===== src/rtl/iterative_sigma_clip_threshold_unit_defines.svh =====
`ifndef ITERATIVE_SIGMA_CLIP_THRESHOLD_UNIT_DEFINES_SVH
`define ITERATIVE_SIGMA_CLIP_THRESHOLD_UNIT_DEFINES_SVH

// implication in the same cycle
`define ISCL_ASSERT_IMPL(label, clk, rst_n, ante, cons) \
	label: assert property (@(posedge clk) disable iff (!rst_n) (ante) |-> (cons)) \
		else $error("iscl assertion failed");

// implication in the next cycle
`define ISCL_ASSERT_NEXT(label, clk, rst_n, ante, cons) \
	label: assert property (@(posedge clk) disable iff (!rst_n) (ante) |=> (cons)) \
		else $error("iscl assertion failed");

`endif


===== src/rtl/iscl_pkg.sv =====
`timescale 1ns / 1ps
package iscl_pkg;

	localparam int MAX_PIXELS = 4096;
	localparam int PIXEL_BITS = 16;
	localparam int ADDR_W     = 12;
	localparam int CNT_W      = 13;
	localparam int Q_W        = 24;
	localparam int SUM_W      = 29;
	localparam int SQ_W       = 43;
	localparam int NSIG_W     = 12;
	localparam int PASS_W     = 4;

	localparam logic signed [Q_W-1:0] Q24_MAX = 24'sh7FFFFF;
	localparam logic signed [Q_W-1:0] Q24_MIN = -24'sh800000;

	// input actions
	localparam logic [1:0] ACT_LOAD    = 2'd0;
	localparam logic [1:0] ACT_COMPUTE = 2'd1;
	localparam logic [1:0] ACT_MASK    = 2'd2;

	// result kinds
	localparam logic KIND_STATS = 1'b0;
	localparam logic KIND_MASK  = 1'b1;

	// register indexes
	localparam logic [1:0] REG_NSIGMA = 2'd0;
	localparam logic [1:0] REG_COUNT  = 2'd1;
	localparam logic [1:0] REG_PASSES = 2'd2;

	localparam logic [NSIG_W-1:0] NSIGMA_RST = 12'd768;
	localparam logic [CNT_W-1:0]  COUNT_RST  = 13'd4096;
	localparam logic [PASS_W-1:0] PASSES_RST = 4'd5;

	typedef struct packed {
		logic [CNT_W-1:0]        n;
		logic signed [SUM_W-1:0] sum;
		logic [SQ_W-1:0]         sq;
	} stats_req_t;

	typedef struct packed {
		logic signed [Q_W-1:0] mean;
		logic [Q_W-1:0]        std;
		logic signed [Q_W-1:0] cut;
	} stats_res_t;

endpackage


===== src/rtl/iscl_stats.sv =====
`timescale 1ns / 1ps
`include "iterative_sigma_clip_threshold_unit_defines.svh"
module iscl_stats (
	input  logic                        clk,
	input  logic                        arst_n,
	input  logic                        start,
	input  iscl_pkg::stats_req_t        req,
	input  logic [iscl_pkg::NSIG_W-1:0] nsigma,
	output logic                        done,
	output iscl_pkg::stats_res_t        res
);
	import iscl_pkg::*;

	localparam logic [3:0] S_IDLE = 4'd0;
	localparam logic [3:0] S_DIVM = 4'd1;
	localparam logic [3:0] S_MFIN = 4'd2;
	localparam logic [3:0] S_DIVA = 4'd3;
	localparam logic [3:0] S_AFIN = 4'd4;
	localparam logic [3:0] S_VAR  = 4'd5;
	localparam logic [3:0] S_SQRT = 4'd6;
	localparam logic [3:0] S_SFIN = 4'd7;
	localparam logic [3:0] S_CUTM = 4'd8;
	localparam logic [3:0] S_CUTA = 4'd9;

	localparam int NUM_W  = 59;
	localparam int ROOT_W = 30;

	logic [3:0]              state_q;
	logic [5:0]              cnt_q;
	stats_req_t              req_q;
	logic [NUM_W-1:0]        num_q;
	logic [CNT_W-1:0]        rem_q;
	logic [NUM_W-1:0]        a_q;
	logic [2*Q_W-1:0]        m2_q;
	logic [NUM_W:0]          sv_q;
	logic [ROOT_W-1:0]       root_q;
	logic [31:0]             srem_q;
	logic [NSIG_W+Q_W-1:0]   prod_q;
	logic signed [Q_W-1:0]   mean_q;
	logic [Q_W-1:0]          std_q;
	logic signed [Q_W-1:0]   cut_q;
	logic                    done_q;

	// divider step
	logic [CNT_W:0]   trial;
	logic             div_ge;
	logic [CNT_W-1:0] rem_nx;
	assign trial  = {rem_q, num_q[NUM_W-1]};
	assign div_ge = trial >= {1'b0, req_q.n};
	assign rem_nx = div_ge ? CNT_W'(trial - {1'b0, req_q.n}) : trial[CNT_W-1:0];

	// mean numerator from the sum magnitude of the incoming request
	logic             sum_neg;
	logic [SUM_W-1:0] sum_mag;
	assign sum_neg = req_q.sum[SUM_W-1];
	assign sum_mag = req.sum[SUM_W-1] ? SUM_W'(~req.sum + 1'b1) : req.sum;

	// floor of the signed mean, saturated
	logic [38:0]        qmag;
	logic signed [39:0] mean_full;
	logic signed [Q_W-1:0] mean_sat;
	always_comb begin
		qmag = {1'b0, num_q[37:0]} + 39'(sum_neg && (rem_q != '0));
		mean_full = sum_neg ? -$signed({1'b0, qmag}) : $signed({1'b0, qmag});
		priority if (mean_full > 40'(Q24_MAX)) mean_sat = Q24_MAX;
		else if (mean_full < 40'(Q24_MIN)) mean_sat = Q24_MIN;
		else mean_sat = mean_full[Q_W-1:0];
	end

	logic [Q_W-1:0] mean_mag;
	assign mean_mag = mean_q[Q_W-1] ? Q_W'(-mean_q) : mean_q;

	// variance, clamped at zero
	logic [NUM_W-1:0] var_v;
	assign var_v = (a_q > NUM_W'(m2_q)) ? (a_q - NUM_W'(m2_q)) : '0;

	// square root step, two bits per cycle
	logic [31:0] srem_sh;
	logic [31:0] s_trial;
	logic        s_ge;
	assign srem_sh = {srem_q[29:0], sv_q[NUM_W:NUM_W-1]};
	assign s_trial = {root_q, 2'b01};
	assign s_ge    = srem_sh >= s_trial;

	// cut level, saturated
	logic signed [29:0]     cut_full;
	logic signed [Q_W-1:0]  cut_sat;
	always_comb begin
		cut_full = 30'(mean_q) + $signed({2'b00, prod_q[NSIG_W+Q_W-1:8]});
		priority if (cut_full > 30'(Q24_MAX)) cut_sat = Q24_MAX;
		else if (cut_full < 30'(Q24_MIN)) cut_sat = Q24_MIN;
		else cut_sat = cut_full[Q_W-1:0];
	end

	// sequencer of the shared divider, root and cut units
	always_ff @(posedge clk or negedge arst_n) begin
		if (!arst_n) begin
			state_q <= S_IDLE;
			cnt_q   <= '0;
			done_q  <= 1'b0;
		end else begin
			done_q <= 1'b0;
			unique case (state_q)
				S_IDLE: begin
					if (start) begin
						state_q <= S_DIVM;
						cnt_q   <= '0;
					end
				end
				S_DIVM, S_DIVA: begin
					cnt_q <= cnt_q + 1'b1;
					if (cnt_q == 6'(NUM_W - 1)) begin
						state_q <= (state_q == S_DIVM) ? S_MFIN : S_AFIN;
					end
				end
				S_MFIN: begin
					state_q <= S_DIVA;
					cnt_q   <= '0;
				end
				S_AFIN: state_q <= S_VAR;
				S_VAR: begin
					state_q <= S_SQRT;
					cnt_q   <= '0;
				end
				S_SQRT: begin
					cnt_q <= cnt_q + 1'b1;
					if (cnt_q == 6'(ROOT_W - 1)) begin
						state_q <= S_SFIN;
					end
				end
				S_SFIN: state_q <= S_CUTM;
				S_CUTM: state_q <= S_CUTA;
				S_CUTA: begin
					state_q <= S_IDLE;
					done_q  <= 1'b1;
				end
				default: state_q <= S_IDLE;
			endcase
		end
	end

	// datapath
	always_ff @(posedge clk) begin
		unique case (state_q)
			S_IDLE: begin
				if (start) begin
					req_q <= req;
					num_q <= NUM_W'({sum_mag, 8'h00});
					rem_q <= '0;
				end
			end
			S_DIVM, S_DIVA: begin
				num_q <= {num_q[NUM_W-2:0], div_ge};
				rem_q <= rem_nx;
			end
			S_MFIN: begin
				mean_q <= mean_sat;
				num_q  <= {req_q.sq, 16'h0000};
				rem_q  <= '0;
			end
			S_AFIN: begin
				a_q  <= num_q;
				m2_q <= mean_mag * mean_mag;
			end
			S_VAR: begin
				sv_q   <= {1'b0, var_v};
				root_q <= '0;
				srem_q <= '0;
			end
			S_SQRT: begin
				sv_q   <= {sv_q[NUM_W-2:0], 2'b00};
				srem_q <= s_ge ? (srem_sh - s_trial) : srem_sh;
				root_q <= {root_q[ROOT_W-2:0], s_ge};
			end
			S_SFIN: begin
				std_q <= (root_q > ROOT_W'({Q_W{1'b1}})) ? {Q_W{1'b1}} : root_q[Q_W-1:0];
			end
			S_CUTM: prod_q <= nsigma * std_q;
			S_CUTA: cut_q <= cut_sat;
			default: ;
		endcase
	end

	assign done     = done_q;
	assign res.mean = mean_q;
	assign res.std  = std_q;
	assign res.cut  = cut_q;

	`ISCL_ASSERT_NEXT(a_done_pulse, clk, arst_n, done_q, !done_q)
	`ISCL_ASSERT_IMPL(a_rem_bound, clk, arst_n, (state_q == S_DIVM) || (state_q == S_DIVA), rem_q < req_q.n)
	`ISCL_ASSERT_IMPL(a_done_from_cut, clk, arst_n, done_q, $past(state_q) == S_CUTA)

endmodule


===== config.mk =====
export PLATFORM = sky130hd
export DESIGN_NAME = iscl_stats
export DESIGN_NICKNAME = d
export VERILOG_FILES = /design/src/rtl/iscl_pkg.sv /design/src/rtl/iscl_stats.sv
export VERILOG_INCLUDE_DIRS = /design/src /design/src/rtl
export SDC_FILE = /design/constraint.sdc
export NUM_CORES = 2
export LEC_CHECK = 0
export BUFFER_PORTS_ARGS = -buffer_cell sky130_fd_sc_hd__buf_2
export CAP_MARGIN = 20
export CELL_PAD_IN_SITES_DETAIL_PLACEMENT = 1
export CELL_PAD_IN_SITES_GLOBAL_PLACEMENT = 2
export CORE_MARGIN = 2
export CORE_UTILIZATION = 42
export DETAILED_ROUTE_END_ITERATION = 10
export PLACE_DENSITY = 0.79
export SETUP_SLACK_MARGIN = 0.02
export SKIP_CTS_REPAIR_TIMING = 1
export SYNTH_ARGS = -nofsm -noshare
export SYNTH_HDL_FRONTEND = slang
export SYNTH_SLANG_ARGS = --single-unit

===== constraint.sdc =====
create_clock -name clk -period 12.3 [get_ports clk]
set_input_delay 0 -clock clk [delete_from_list [all_inputs] [get_ports clk]]
set_output_delay 0 -clock clk [all_outputs]
set_load 0.02 [all_outputs]

# Word level (Yosys, flattened, before mapping)
# Cells that the tools add are included.
dict set report totals {
  ff_bits 503
  input_bits 100
  out_inout_bits 73
}
dict set report classes {
  addsub 9
  multipliers 2
  order_cmp 8
  n_eq_ne 14
  n_mux 23
  bitwise_logic 1
  reduce_logical 13
}
# operator count
set op_table {}
lappend op_table {{$pmux W59 S3} 1}
lappend op_table {{$pmux W30 S2} 2}
lappend op_table {{$pmux W60 S2} 1}
lappend op_table {{$mux W59} 2}
lappend op_table {{$mux W24} 3}
lappend op_table {{$gt A30 B24 Y1 const B} 2}
lappend op_table {{$gt A59 B48 Y1} 1}
lappend op_table {{$sub A59 B48 Y59} 1}
lappend op_table {{$mul A24 B24 Y48} 1}
lappend op_table {{$gt A40 B24 Y1 const B} 1}
lappend op_table {{$lt A40 B24 Y1 const B} 1}
lappend op_table {{$mux W40} 1}
lappend op_table {{$neg A39 Y40} 1}
lappend op_table {{$add A38 B1 Y39} 1}
lappend op_table {{$pmux W13 S3} 1}
lappend op_table {{$mul A12 B24 Y36} 1}
lappend op_table {{$ge A32 B32 Y1} 1}
lappend op_table {{$pmux W4 S8} 1}
lappend op_table {{$add A24 B29 Y30} 1}
lappend op_table {{$lt A30 B24 Y1 const B} 1}
lappend op_table {{$mux W30} 1}
lappend op_table {{$sub A30 B30 Y30} 1}
lappend op_table {{$add A29 B1 Y29 const B} 1}
lappend op_table {{$mux W29} 1}
lappend op_table {{other kinds (27)} 41}

# Logic depth before layout (Yosys ltp)
dict set report logic_depth {
  ltp_word 7
  ltp_mapped 37
  mapped_depth_nobuf 35
}

# Worst setup path after synthesis
# No wires, ideal clock.
dict set report synth_path {
  path_kind {flip-flop to flip-flop}
  startpoint {register mean_q[3]}
  endpoint {register m2_q[47] (data pin)}
  setup_time_ns 0.260
  arrival_ns 9.104
  path_slack_ns 2.936
  path_stages_with_launch 34
  period_less_slack_ns 9.364
  path_cell_list {edfxtp_1 -> nor4_1 -> nand2_1 -> or4_1 -> nand2b_1 -> or2_2 -> o21ai_0 -> nand2_1 -> xnor2_1 -> inv_1 -> clkbuf_1 -> nand2_1 -> fa_1 -> inv_1 -> fa_1 -> fa_1 -> fa_1 -> fa_1 -> fa_1 -> inv_1 -> fa_1 -> inv_1 -> ha_1 -> inv_1 -> or2_2 -> or4_1 -> o32ai_1 -> o21ai_0 -> a31oi_1 -> a41o_1 -> o211ai_1 -> a21oi_1 -> o22ai_1 -> xnor2_1}
}
dict set report synth_via {
  elab_chain_len 3
}
# item line_no
set synth_rtl {}
lappend synth_rtl {{from (decl)} iscl_stats.sv:39} ;# logic signed [Q_W-1:0] mean_q;
lappend synth_rtl {{from (signal assigned)} iscl_stats.sv:157} ;# mean_q <= mean_sat;
lappend synth_rtl {{$neg A24 Y24} iscl_stats.sv:71} ;# assign mean_mag = mean_q[Q_W-1] ? Q_W'(-mean_q) : mean_q;
lappend synth_rtl {{$mux W24 (*)} iscl_stats.sv:71}
lappend synth_rtl {{$mul A24 B24 Y48 (*)} iscl_stats.sv:163} ;# m2_q <= mean_mag * mean_mag;
lappend synth_rtl {{to (signal assigned)} iscl_stats.sv:163}
lappend synth_rtl {{to (decl)} iscl_stats.sv:34} ;# logic [2*Q_W-1:0] m2_q;
# Every way passes the cells marked *; elsewhere a longest branch is shown, timed or not.
# A chain may end at the register's enable or synchronous reset.

# Worst setup path in the final report
# Same ends and word-level chain as after synthesis.

==> flow_summary.yaml <==
yosys:
  ys_seq_elements: 466
  synth_flop_cell: "edfxtp_1"
  synth_edf_count: 455
  syn_inst: 5223
  postSynthAreaPerCell_um2: 9.79
  seq_area_frac_synth: 0.273
  async_reset_ff_frac: 0.0236
  syn-cell-area_mm2: 0.0511
  synth_cell_types: 90
  yosys_warnings: 0
clock_network:
  cts-root-buf: "clkbuf_16"
  cts.clk_slew.worst_paths_ps: 60
  cts_buffers: 55
  cts_tree: "done"
  cts.sinks: 466
  insertion_delay_ps: 660
  clockBufferDepth: 3
  ctsHtreeMaxLevel: 2
min_path:
  whs_endpoint: "req_q[76]"
  hp-class: "in2reg"
  holdCritStartpoint: "req[76]"
  hold_depth: 2
final_layout:
  layout-drive-gt1-share: 0.0740
  regArea_mm2: 0.0139
  final_net_count: 6535
  area_delta_synth_final_pct: 10.9
  multi_input_area_mm2: 0.0331
  fill_cells: 13500
  finish.utilization: 0.471
routing:
  wl_per_cell_um: 22.0
  route.detailed.drc: 0
  routed_wl_um: 155000
  vias: 38000
  antenna_left: 0
  first_pass_iters: 5
  via_per_inst: 5.38
  drt_iter0_drc: 2246
timing:
  finClkSkew_ps: 41.5
  fin_ws_ps: 1570
  fin_crit_sh: 0.872
  final_max_slew_viol_count: 0
  rsz0062_at_grt: "false"
  max_clock_freq_mhz: 93.2
  relSlewSlack: 0.261
  setup_viol: 0
  hold_viol: 0
  tns_ps: 0
  fin_crit_ps: 10730
  max_slew.worst_pin.slew_ps: 1110
global_route:
  grt_usage: 0.249
  grt_pass1_vias: 41000
  antenna_found_initial: 5
  grt_pass1_wl_um: 243000
  grt_max_degree: 80
  grt_overflow: 0
floorplan:
  die_x_um: 353
  std_cell_rows: 127
  die_h_um: 353
  io_pins: 173
  initial_core_util: 0.425
  core-area_mm2: 0.120
  die_area_mm2: 0.125
place:
  gp_congestion: 0.888
  place_ws_ps: 1570
  hpwl_um: 121000
  numPortBuffers: 172
run_status:
  status: "completed"
power:
  p_comb_frac: 0.457
  peakVddDrop_uv: 202
  leakagePower_nw: 25.9
  p_sw_mw: 2.45
  fin_total_pwr_mw: 6.80
  cell_internal_pwr_mw: 4.35
  power.density_mw_per_mm2: 120
  p_sw_frac: 0.360
  pwr-share-clk: 0.259
  p_seq_frac: 0.284
setup_path:
  cpMostUsedCell: "fa_1"
  critPathCaptureType: "flop"
  r2r_end: "m2_q[47]"
  rr_worst_depth: 33
  cp_max_fo: 15
  worstPathArrival_ps: 11110
  reg2reg_from: "mean_q[3]"
  cp_slowest_cell: "fa_1"
  crit_required_ps: 12690
  cp-start-kind: "flop"
  cpPeakStageDelay_ps: 550
  rrSetupSlack_ps: 1570
  critPathKind: "reg2reg"
job:
  cap_violations: 0
-- Yosys cell counts (7+ instances only) --
cell type,count,area share
inv_1,918,0.067
fa_1,651,0.25
nand2_1,565,0.041
edfxtp_1,455,0.27
ha_1,370,0.091
nor2_1,344,0.025
o21ai_0,193,0.019
clkbuf_1,183,0.013
xnor2_1,176,0.030
a21oi_1,175,0.017
xor2_1,128,0.022
nand3_1,105,0.010
a21o_1,100,0.015
and2_1,97,0.012
o31ai_1,68,0.010
nor3_1,66,0.0065
nand4_1,44,0.0054
mux2i_1,34,0.0067
and3_1,33,0.0040
nand2b_1,32,0.0039
nor2b_1,31,0.0038
a31oi_1,29,0.0035
or3_1,27,0.0033
a211oi_1,26,0.0038
a22oi_1,23,0.0034
a22o_1,22,0.0038
nor4_1,22,0.0027
o21a_1,20,0.0029
o21ai_2,20,0.0034
o21bai_1,20,0.0029
or2_2,18,0.0022
a211o_1,13,0.0022
or4_1,13,0.0019
o22ai_1,12,0.0015
dfrtp_1,11,0.0054
o41ai_1,10,0.0017
a21boi_0,8,0.0012
and4_1,7,0.0012
nor4b_1,7,0.0012
o211ai_1,7,0.0010
o31a_1,7,0.0012
-- flip-flops by register name (all words and copies together), names as in the netlist, 28 cells and up --
name	count
srem_q	30
num_q	59
a_q	59
prod_q	28
root_q	30
req_q	57
m2_q	47
sv_q	60
-- metrics by stage --
step | cell area (µm²) | cells | hold WS [ps]
after floorplan | 51200 | 5240 | -296
after CTS | 55700 | 6972 | -807
after detailed placement | 53800 | 6872 | -90.3
final | 56700 | 7071 | 47.2
after global placement | 53800 | 6872 | -104
after global routing | 56700 | 7070 | 35.0
-- cell usage in the layout (no fill, tap or decap), types with 125 or more instances in the layout --
cell type,instances
nand2_1,565
xor2_1,125
buf_2,172
inv_1,918
xnor2_1,173
nor2_1,341
edfxtp_1,455
a21oi_1,175
ha_1,370
o21ai_0,193
fa_1,651
-- area by class of cell --
type	count	area share
well taps	1612	0.0356
flip-flops and latches	466	0.246
multi-input cells	3643	0.583
clock inverters	31	0.00828
diodes	2	0.0000883
clock buffers	69	0.0257
repair buffers	323	0.0399
inverters	925	0.0612
-- critical path, delay by kind of cell (launching register included) --
| family | cells | cell delay, ps |
|---|---|---|
| adders and majority gates | 8 | 4060 |
| AOI/OAI and AO/OA | 11 | 2830 |
| and+or+nand+nor | 7 | 1990 |
| buffers and inverters | 5 | 820 |
| DFF | 1 | 500 |
| xor gates and xnor gates | 2 | 230 |
-- worst max path at each step --
stage / start / endpoint / slack [ps] / cells after the start
2_1_floorplan: mean_q[3] / m2_q[47] / 2940 / 33
3_3_place_gp: mean_q[3] / m2_q[47] / 1730 / 33
3_5_place_dp: mean_q[3] / m2_q[47] / 1570 / 33
4_1_cts: mean_q[3] / m2_q[47] / 1540 / 33
5_1_grt: mean_q[3] / m2_q[47] / 820 / 33
6_report: mean_q[3] / m2_q[47] / 1570 / 33
-- metal layers --
layer,share of wire,vias up,GRT usage
li1,-,17500,-
met5,0,-,0
met4,0.024,0,0.0588
met3,0.039,191,0.0239
met2,0.48,774,0.415
met1,0.46,19500,0.351
-- power groups by stage --
stage / sequential, mW / clock (mW) / combinational, mW
2_1_floorplan: 1.96 / 0 / 2.34
3_3_place_gp: 1.96 / 0 / 3.03
3_5_place_dp: 1.96 / 0 / 3.09
4_1_cts: 1.93 / 1.80 / 3.14
5_1_grt: 1.93 / 1.86 / 3.58
6_report: 1.93 / 1.76 / 3.11
-- cell families after synthesis --
logic type,Yosys count,synth area share
xor+xnor,304,0.0521
compound gates,817,0.106
other cells,2,0.000147
flops,466,0.273
fa+ha+maj,1021,0.346
simple gates,1445,0.132
mux,37,0.00732
buf+inv,1131,0.0843
No activity file was read; power rests on OpenSTA's default activity.
